### src/rtl/woc_pkg.sv
// woc_pkg: sizes, widths and action codes for the word occurrence counter
// no dependencies; used by rtl/word_occurrence_counter.sv
package woc_pkg;

  localparam int TEXT_CHARS = 256;
  localparam int MAX_WORD   = 16;

  localparam int ADDR_W = $clog2(TEXT_CHARS);
  localparam int FILL_W = $clog2(TEXT_CHARS + 1);
  localparam int QIDX_W = $clog2(MAX_WORD);
  localparam int QLEN_W = $clog2(MAX_WORD + 1);
  localparam int CHAR_W = 8;
  localparam int CNT_W  = 9;
  localparam int ACT_W  = 2;

  localparam logic [FILL_W-1:0] FILL_MAX = FILL_W'(TEXT_CHARS);
  localparam logic [QLEN_W-1:0] QLEN_MAX = QLEN_W'(MAX_WORD);
  localparam logic [CNT_W-1:0]  CNT_MAX  = '1;

  localparam logic [ACT_W-1:0] ACT_TEXT  = 2'd0;
  localparam logic [ACT_W-1:0] ACT_QUERY = 2'd1;
  localparam logic [ACT_W-1:0] ACT_CLEAR = 2'd2;

endpackage

### src/rtl/word_occurrence_counter.sv
// word_occurrence_counter: text store, query buffer and sequential word compare
// depends on rtl/woc_pkg.sv
//
// Text characters (action text) are written into a single-port text store of
// TEXT_CHARS entries, each tagged with its word end mark (tlast); when the store
// is full further characters are dropped and text_full is reported with every
// result until a clear. Query characters collect in a MAX_WORD-entry buffer. A
// query character with tlast set starts a walk over the text store: one stored
// character is read and compared per cycle through the store's one read port,
// so a query end keeps the block busy until every stored character has been
// compared, and then its single result item is offered; a result still
// waiting on the output holds the end of the walk until it is taken. The block
// is not ready during the walk. A query longer than MAX_WORD reports a count
// of zero with query_too_long set. Characters after the last end mark are read
// but never counted.
module word_occurrence_counter (
  input  logic        clk_i,
  input  logic        rst_ni,
  input  logic        s_axis_tvalid_i,
  output logic        s_axis_tready_o,
  input  logic [7:0]  s_axis_tdata_i,   // [7:0] char_code
  input  logic [1:0]  s_axis_tuser_i,   // [1:0] action
  input  logic        s_axis_tlast_i,   // word_end
  output logic        m_axis_tvalid_o,
  input  logic        m_axis_tready_i,
  output logic [15:0] m_axis_tdata_o,   // [8:0] match_count, [15:9] zero
  output logic [1:0]  m_axis_tuser_o    // [0] text_full, [1] query_too_long
);

  localparam logic ST_IDLE = 1'b0;
  localparam logic ST_RUN  = 1'b1;

  logic state_q, state_d;

  logic [woc_pkg::CHAR_W:0]      text_mem [woc_pkg::TEXT_CHARS];
  logic [woc_pkg::CHAR_W-1:0]    query_mem [woc_pkg::MAX_WORD];
  logic [woc_pkg::CHAR_W:0]      rd_data_q;

  logic [woc_pkg::FILL_W-1:0]    fill_q;
  logic                          dropped_q;
  logic [woc_pkg::QLEN_W-1:0]    qlen_q;
  logic                          qovf_q;

  logic [woc_pkg::FILL_W-1:0]    ptr_q;
  logic                          rd_vld_q;
  logic [woc_pkg::QLEN_W-1:0]    widx_q;
  logic                          miss_q;
  logic [woc_pkg::CNT_W-1:0]     cnt_q;

  logic                          m_valid_q;
  logic [woc_pkg::CNT_W-1:0]     m_cnt_q;
  logic                          m_full_q;
  logic                          m_long_q;

  logic in_acc;
  logic act_text, act_query, act_clear;
  logic text_wr, query_wr;
  logic issue, walk_done, out_load;
  logic char_ok, miss_d, word_hit;

  assign in_acc = s_axis_tvalid_i & s_axis_tready_o;

  always_comb begin
    act_text  = 1'b0;
    act_query = 1'b0;
    act_clear = 1'b0;
    case (s_axis_tuser_i)
      woc_pkg::ACT_TEXT:  act_text  = 1'b1;
      woc_pkg::ACT_QUERY: act_query = 1'b1;
      woc_pkg::ACT_CLEAR: act_clear = 1'b1;
      default: ;
    endcase
  end

  assign text_wr  = in_acc & act_text & (fill_q < woc_pkg::FILL_MAX);
  assign query_wr = in_acc & act_query & (qlen_q < woc_pkg::QLEN_MAX);

  assign issue     = (state_q == ST_RUN) & (ptr_q < fill_q);
  assign walk_done = (state_q == ST_RUN) & ~issue & ~rd_vld_q;
  assign out_load  = walk_done & (~m_valid_q | m_axis_tready_i);

  // compare of the current stored character against the query position
  always_comb begin
    char_ok = 1'b0;
    if (widx_q < qlen_q) begin
      char_ok = rd_data_q[woc_pkg::CHAR_W-1:0] == query_mem[widx_q[woc_pkg::QIDX_W-1:0]];
    end
  end
  assign miss_d   = miss_q | ~char_ok;
  assign word_hit = ~miss_d & ((widx_q + woc_pkg::QLEN_W'(1)) == qlen_q);

  always_comb begin
    state_d = state_q;
    case (state_q)
      ST_IDLE: if (in_acc & act_query & s_axis_tlast_i) state_d = ST_RUN;
      ST_RUN:  if (out_load) state_d = ST_IDLE;
      default: state_d = ST_IDLE;
    endcase
  end

  // text store, single port with registered read
  always_ff @(posedge clk_i) begin
    if (text_wr) begin
      text_mem[fill_q[woc_pkg::ADDR_W-1:0]] <= {s_axis_tlast_i, s_axis_tdata_i};
    end
    if (issue) begin
      rd_data_q <= text_mem[ptr_q[woc_pkg::ADDR_W-1:0]];
    end
  end

  always_ff @(posedge clk_i) begin
    if (query_wr) begin
      query_mem[qlen_q[woc_pkg::QIDX_W-1:0]] <= s_axis_tdata_i;
    end
  end

  always_ff @(posedge clk_i or negedge rst_ni) begin
    if (!rst_ni) begin
      state_q   <= ST_IDLE;
      fill_q    <= '0;
      dropped_q <= 1'b0;
      qlen_q    <= '0;
      qovf_q    <= 1'b0;
      ptr_q     <= '0;
      rd_vld_q  <= 1'b0;
      widx_q    <= '0;
      miss_q    <= 1'b0;
      cnt_q     <= '0;
      m_valid_q <= 1'b0;
    end else begin
      state_q  <= state_d;
      rd_vld_q <= issue;

      if (text_wr) begin
        fill_q <= fill_q + woc_pkg::FILL_W'(1);
      end else if (in_acc & act_text) begin
        dropped_q <= 1'b1;
      end
      if (in_acc & act_clear) begin
        fill_q    <= '0;
        dropped_q <= 1'b0;
      end

      if (query_wr) begin
        qlen_q <= qlen_q + woc_pkg::QLEN_W'(1);
      end else if (in_acc & act_query) begin
        qovf_q <= 1'b1;
      end

      // start of walk
      if (in_acc & act_query & s_axis_tlast_i) begin
        ptr_q  <= '0;
        widx_q <= '0;
        miss_q <= 1'b0;
        cnt_q  <= '0;
      end

      if (issue) begin
        ptr_q <= ptr_q + woc_pkg::FILL_W'(1);
      end

      if (rd_vld_q) begin
        if (rd_data_q[woc_pkg::CHAR_W]) begin
          if (word_hit && cnt_q != woc_pkg::CNT_MAX) begin
            cnt_q <= cnt_q + woc_pkg::CNT_W'(1);
          end
          widx_q <= '0;
          miss_q <= 1'b0;
        end else begin
          if (widx_q != woc_pkg::QLEN_MAX) begin
            widx_q <= widx_q + woc_pkg::QLEN_W'(1);
          end
          miss_q <= miss_d;
        end
      end

      if (out_load) begin
        m_valid_q <= 1'b1;
        qlen_q    <= '0;
        qovf_q    <= 1'b0;
      end else if (m_axis_tready_i) begin
        m_valid_q <= 1'b0;
      end
    end
  end

  always_ff @(posedge clk_i) begin
    if (out_load) begin
      m_cnt_q  <= qovf_q ? '0 : cnt_q;
      m_full_q <= dropped_q;
      m_long_q <= qovf_q;
    end
  end

  assign s_axis_tready_o = (state_q == ST_IDLE);
  assign m_axis_tvalid_o = m_valid_q;
  assign m_axis_tdata_o  = {{(16 - woc_pkg::CNT_W){1'b0}}, m_cnt_q};
  assign m_axis_tuser_o  = {m_long_q, m_full_q};

`ifndef SYNTHESIS
  a_no_read_when_ready: assert property (@(posedge clk_i) disable iff (!rst_ni)
    s_axis_tready_o |-> !rd_vld_q && !issue)
    else $error("text store read while accepting items");

  a_load_from_walk: assert property (@(posedge clk_i) disable iff (!rst_ni)
    $rose(m_valid_q) |-> $past(state_q == ST_RUN))
    else $error("result loaded outside a walk");

  a_long_gives_zero: assert property (@(posedge clk_i) disable iff (!rst_ni)
    m_valid_q && m_long_q |-> m_cnt_q == '0)
    else $error("overlong query reported a nonzero count");

  a_fill_bound: assert property (@(posedge clk_i) disable iff (!rst_ni)
    fill_q <= woc_pkg::FILL_MAX && qlen_q <= woc_pkg::QLEN_MAX)
    else $error("fill or query length out of range");

  a_walk_bound: assert property (@(posedge clk_i) disable iff (!rst_ni)
    state_q == ST_RUN |-> ptr_q <= fill_q && widx_q <= woc_pkg::QLEN_MAX)
    else $error("walk pointer out of range");
`endif

endmodule
### config.mk
export PLATFORM = sky130hd
export DESIGN_NAME = word_occurrence_counter
export DESIGN_NICKNAME = d
export VERILOG_FILES = /design/src/rtl/woc_pkg.sv /design/src/rtl/word_occurrence_counter.sv
export SDC_FILE = /design/constraint.sdc
export NUM_CORES = 2
export LEC_CHECK = 0
export BUFFER_PORTS_ARGS = -buffer_cell sky130_fd_sc_hd__buf_2
export CORE_UTILIZATION = 65
export CTS_BUF_LIST = sky130_fd_sc_hd__clkbuf_4 sky130_fd_sc_hd__clkbuf_8
export DETAILED_ROUTE_END_ITERATION = 12
export GPL_TIMING_DRIVEN = 0
export HOLD_SLACK_MARGIN = 0.1
export PLACE_DENSITY = 0.81
export RECOVER_POWER = 50
export SLEW_MARGIN = 40
export SYNTH_ARGS = -nofsm -noshare
export SYNTH_HDL_FRONTEND = slang
export SYNTH_SLANG_ARGS = --single-unit
export TNS_END_PERCENT = 5
### constraint.sdc
create_clock -name clk_i -period 4.2 [get_ports clk_i]
set_input_delay 0.84 -clock clk_i [delete_from_list [all_inputs] [get_ports clk_i]]
set_output_delay 0.84 -clock clk_i [all_outputs]
set_load 0.005 [all_outputs]
-- Word level (Yosys, flattened, before mapping)
Memory sizes are Yosys's and may differ from the RTL's. A register that Yosys moved wholly into a read port is not among the register bits.
Cells that the tools add are included.
- flip-flop bits (word level): 54
- RAM bits: 2432
- bits of input ports: 15
- output and inout port bits: 20
- memories: 2
- memories (memory ; depth ; bits a word ; read ports ; clocked after Yosys merged registers in ; write ports ; RTL line ; source):
    text_mem ; 256 ; 9 ; 1 ; 1 ; 1 ; word_occurrence_counter.sv:35 ; logic [woc_pkg::CHAR_W:0] text_mem [woc_pkg::TEXT_CHARS];
    query_mem ; 16 ; 8 ; 1 ; 0 ; 1 ; word_occurrence_counter.sv:36 ; logic [woc_pkg::CHAR_W-1:0] query_mem [woc_pkg::MAX_WORD];
- add/sub/neg operators: 5
- order comparisons: 4
- equal/unequal tests: 8
- multiplexer cells: 36
- bitwise operators: 20
- reduce and logical (&&, ||, !) cells: 11
- operators by type and width (kind ; count):
    2-to-1 mux 9 bit ; 8
    2-to-1 mux 5 bit ; 6
    adder 9 x 1 -> 9 bit (second input constant) ; 3
    2-to-1 mux 1 bit ; 21
    nonzero test 2 bit ; 7
    AND 1 bit ; 12
    adder 5 x 1 -> 5 bit (second input constant) ; 2
    less-than comparator 9 bit ; 1
    less-than comparator 9 bit (second input constant) ; 1
    inequality test 9 bit (second input constant) ; 1
    equality test 8 bit ; 1
    inverter 1 bit ; 6
    equality test 5 bit ; 1
    less-than comparator 5 bit ; 1
    less-than comparator 5 bit (second input constant) ; 1
    inequality test 5 bit (second input constant) ; 1
    inequality test 2 x 1 -> 1 bit (second input constant) ; 2
    AND reduction 2 bit ; 2
    equality test 2 x 1 -> 1 bit (second input constant) ; 1
    equality test 2 bit (second input constant) ; 1
    zero test 2 bit ; 1
    bitwise OR 1 bit ; 2
    case mux 1 bit (2 select lines) ; 1
    logical AND 1 bit ; 1

-- Depth between registers and ports, before layout
An unclocked memory read counts as a cell.
- depth in word-level cells: 11
- mapped depth: 14
- depth with buffers taken out: 12

-- Least setup slack after synthesis
Ideal clock, no wire load.
- path kind: input to register
- start: input s_axis_tuser_i[0]
- end: memory text_mem[240][0] in the netlist's numbering (enable)
- setup time: 0.374 ns
- arrival time: 2.654 ns
- setup slack: 1.172 ns
- stages: 6
- buffers on the path: 1
- cell sequence: nor4_1 -> nand2_1 -> nor2_1 -> nand3_1 -> clkbuf_1 -> nor2_1
- longest elaborated chain between the ends: 6
- ends and longest elaborated chain (what ; RTL line ; source):
    start, declared ; word_occurrence_counter.sv:22 ; input logic [1:0] s_axis_tuser_i,
    zero test 2 bit ; word_occurrence_counter.sv:67 ; case (s_axis_tuser_i)
    2-to-1 mux 1 bit ; word_occurrence_counter.sv:67 ;
    AND 1 bit (2 in a row) ; word_occurrence_counter.sv:75 ; assign text_wr = in_acc & act_text & (fill_q < woc_pkg::FILL_MAX);
    2-to-1 mux 1 bit ; word_occurrence_counter.sv:103 ; if (text_wr) begin
    2-to-1 mux 1 bit (not written as such) ; word_occurrence_counter.sv:104 ; text_mem[fill_q[woc_pkg::ADDR_W-1:0]] <= {s_axis_tlast_i, s_axis_tdata_i};
    end, declared ; word_occurrence_counter.sv:35 ;
Every way passes these cells.

-- Worst setup path after layout
- start: register ptr_q[2] in the netlist's numbering
- end: register rd_data_q[3] in the netlist's numbering (read register of text_mem) (data pin)
- longest elaborated chain between the ends: 2
- ends and longest elaborated chain (what ; RTL line ; source):
    start, declared ; word_occurrence_counter.sv:44 ; logic [woc_pkg::FILL_W-1:0] ptr_q;
    start signal, assigned ; word_occurrence_counter.sv:159 ; ptr_q <= ptr_q + woc_pkg::FILL_W'(1);
    less-than comparator 9 bit ; word_occurrence_counter.sv:78 ; assign issue = (state_q == ST_RUN) & (ptr_q < fill_q);
    AND 1 bit ; word_occurrence_counter.sv:78 ;
    end, declared ; word_occurrence_counter.sv:37 ; logic [woc_pkg::CHAR_W:0] rd_data_q;
Several ways; a longest one is shown, not always the timed one.
A chain may end at the register's enable or synchronous reset.

==> flow_summary.json <==
{
  "fin_worst_skew_ps": 73.2,
  "core_um2": 148000,
  "share_of_synthesized_area_occupied_by_flip_flops_and_latches_pct": 76.7,
  "post-dp-hpwl_mm": 220,
  "syn-instance-count": 4462,
  "whs_endpoint": "dropped_q$_DFFE_PN0P_",
  "die_width_um": 389,
  "drtIter0Drc": 10100,
  "antenna_found_initial": 28,
  "violations": "capacitance limit, slew limit, setup timing",
  "timing.rr.start": "ptr_q[2]$_DFFE_PN0P_",
  "gpl.final_weighted_congestion": 1.06,
  "worst-r2r-setup-slack_ps": -340,
  "power.density_cell_area_nw_per_um2": 655,
  "power.ir.vdd_worst_uv": 467,
  "timing.critical_path.slowest_cell_delay_ps": 630,
  "total_count_of_max_transition_violations_in_the_final_report": 776,
  "cp.required_ps": 4920,
  "design.portCount": 35,
  "critical_path_end_type": "register",
  "htreeDepth": 5,
  "dpl.cell_count": 6490,
  "period_needed_ps": 4540,
  "final.setup.tns_ps": -18680,
  "report.final.hold_viol_count": 0,
  "critical_path.reg2reg.endpoint": "rd_data_q[3]$_DFFE_PP_",
  "route.final.wire_length_mm": 337,
  "outcome": "finished with violations",
  "avgSynthCellArea_um2": 21.8,
  "num_vias": 55100,
  "clockBufferDepth": 4,
  "start_util_pct": 65.7,
  "netlist_area_um2": 97400,
  "ys_warn_count": 0,
  "final_min_period_over_clock_period_pct": 108,
  "grt_util_all_layers_pct": 45.1,
  "grt_pass1_vias": 52100,
  "hold_path_startpoint": "s_axis_tuser_i[0]",
  "std_cell_rows": 141,
  "first_pass_iters": 9,
  "die-area_um2": 151000,
  "timing.max_cap.violations": 10,
  "avgViaCountPerCell": 7.68,
  "layout.nets": 4992,
  "cts_inserted_buffers": 388,
  "rr_worst_depth": 10,
  "finish.cell_count_without_fillers": 7174,
  "crit_path_max_fanout": 10,
  "most_used_flip_flop_cell_after_synthesis": "edfxtp_1",
  "cts.repair_timing.setup_buffer_count": 0,
  "clockRootBuffer": "clkbuf_8",
  "cell_chain_of_the_critical_path": "buf_2 > clkbuf_2 > buf_2 > buf_16 > clkbuf_2 > a211oi_1 > a21oi_2 > nand2_1 > o221ai_1 > o21ai_1",
  "routed_wire_length_per_instance_um": 46.9,
  "portBuffers": 27,
  "static-leakage-power_nw": 34.6,
  "clock-sinks": 2495,
  "finalSetupViolations": 257,
  "synth_enable_flop_cells": 2452,
  "setup.worst_path.class": "register to register",
  "grt_max_degree": 113,
  "number_of_instances_on_the_worst_hold_path": 4,
  "clkTransAtPathRegs_ps": 70,
  "worst_setup_path_start_kind": "register",
  "clock_latency_ps": 1080,
  "post_synth_num_cell_types": 70,
  "ys_seq_elements": 2495,
  "worst_slew_pin_slew_ps": 4150,
  "cts_tree": "done",
  "layout-drive-gt1-share_pct": 35.2,
  "gr-total-overflow": 0,
  "global_route_wire_length_before_repair_mm": 442,
  "hold_slack_ps": 220,
  "holdCritPathClass": "input pin to register",
  "signal_arrival_time_at_the_worst_endpoint_ps": 5260,
  "final.setup.worst_slack_ps": -342,
  "die-height_um": 389,
  "dp_worst_setup_slack_ps": -1830,
  "syn_to_final_growth_pct": 13.3,
  "postSynth.asyncResetShare_pct": 1.72,
  "fin_total_pwr_mw": 72.3,
  "crit_slowest_cell": "dfrtp_1",
  "rsz0062_at_grt": "true",
  "number_of_remaining_drc_errors": 0,
  "slew_headroom_pct": -177,
  "final_antenna_net_count": 0,
  "fmaxAchievable_mhz": 220
}
critical path, delay by kind of cell, from the launching register on:
kind	cells	cell delay [ps]
AOI/OAI and AO/OA	4	980
buffers and inverters	5	2460
DFF	1	630
and+or+nand+nor	1	100
final cells by class:
cell class	instances	area, um2
Fill cell	7693	37800
Timing Repair Buffer	97	1640
Buffer	251	1880
Clock inverter	156	911
Inverter	28	108
Tap cell	1930	2410
Clock buffer	510	6290
Multi-Input combinational cell	1690	22400
Sequential cell	2495	74700
Antenna cell	17	42.5
synth_stat cells (all sizes together), types with 3 or more instances:
master,number,share of area [%]
a2111oi,3,0.027
a211oi,22,0.17
a21o,5,0.039
a21oi,39,0.20
a221oi,6,0.073
a22o,8,0.072
a22oi,11,0.090
a311o,3,0.031
a31o,3,0.027
a31oi,5,0.032
and2,25,0.16
and3,6,0.039
and4,3,0.027
buf,132,0.84
clkbuf,123,0.47
dfrtp,43,1.1
edfxtp,2452,76
ha,26,0.33
inv,28,0.11
mux2i,160,1.6
mux4,664,15
nand2,105,0.41
nand2b,6,0.039
nand3,30,0.15
nand3b,4,0.031
nand4,6,0.039
nor2,310,1.2
nor2b,15,0.096
nor3,21,0.11
nor4,6,0.054
o21ai,56,0.30
o221ai,50,0.45
o22ai,32,0.21
o31ai,3,0.023
or3,5,0.032
xnor2,10,0.090
xor2,9,0.081
placed cells by master, fill, tap and decap left out, types with 48 or more instances in the layout:
cell type,instances
mux2i_1,147
clkbuf_8,396
edfxtp_1,2452
clkinv_1,108
clkbuf_4,162
mux4_2,659
nor2_2,256
clkbuf_2,48
clkbuf_1,52
nor2_1,52
nand2_1,100
registers in the layout, indices dropped and copies added, names as in the netlist, 5 cells and up:
register   flops
cnt_q          9
fill_q         9
m_cnt_q        9
ptr_q          9
qlen_q         5
query_mem    128
rd_data_q      9
text_mem    2304
widx_q         5
stage by stage:
step           utilization (%)  instance area (um2)
6_report                  74.5               110000
5_1_grt                   74.5               110000
4_1_cts                   74.5               110000
3_5_place_dp              69.3               103000
3_3_place_gp              67.5               100000
2_1_floorplan                -                97400
metal layers:
layer	vias up	GRT usage [%]	wire [um]	share of wire [%]
li1	19700	-	-	-
met1	27800	55.8	103000	31
met2	6195	61.8	143000	42
met3	1360	21.6	59900	18
met4	24	34.2	30700	9.1
met5	-	0	221	0.066
how the worst max path moves through the flow:
stage          cells past startpoint                 start                          to  slack [ps]
6_report                          10  ptr_q[2]$_DFFE_PN0P_      rd_data_q[3]$_DFFE_PP_        -340
5_1_grt                           12  ptr_q[1]$_DFFE_PN0P_      rd_data_q[8]$_DFFE_PP_         -90
4_1_cts                           12  ptr_q[0]$_DFFE_PN0P_      rd_data_q[0]$_DFFE_PP_        -130
3_5_place_dp                      10  ptr_q[1]$_DFFE_PN0P_      rd_data_q[8]$_DFFE_PP_       -1830
3_3_place_gp                       9  ptr_q[2]$_DFFE_PN0P_      rd_data_q[6]$_DFFE_PP_       -3010
2_1_floorplan                      6     s_axis_tuser_i[0]  text_mem[240][0]$_DFFE_PP_        1170
power by group:
group          leakage [nW]  switching, mW  total, mW  internal (mW)
sequential             22.6          0.212       27.9           27.7
combinational          8.15           16.1       24.8           8.69
clock                  3.82           9.34       19.6           10.3
kinds of logic (layout without fill, tap and decap cells):
kind of cell               count (synthesis)  after routing  synth area share (%)
adders and majority gates                 26             26                 0.334
buffers and inverters                    283           1042                  1.42
DFF                                     2495           2495                  76.7
xor gates and xnor gates                  19             19                 0.171
and+or+nand+nor                          546            546                  2.42
muxes                                    825            825                  17.0
AOI/OAI and AO/OA                        267            267                  1.93
other                                      1             24               0.00385
timing repair:
action,4_1_cts,5_1_grt
hold buffers,4,0
resized for setup,135,55
pin swaps,4,3
endpoints found under the hold margin,71,0
setup endpoints to repair,12,13
No activity file was read; power rests on OpenSTA's default activity.
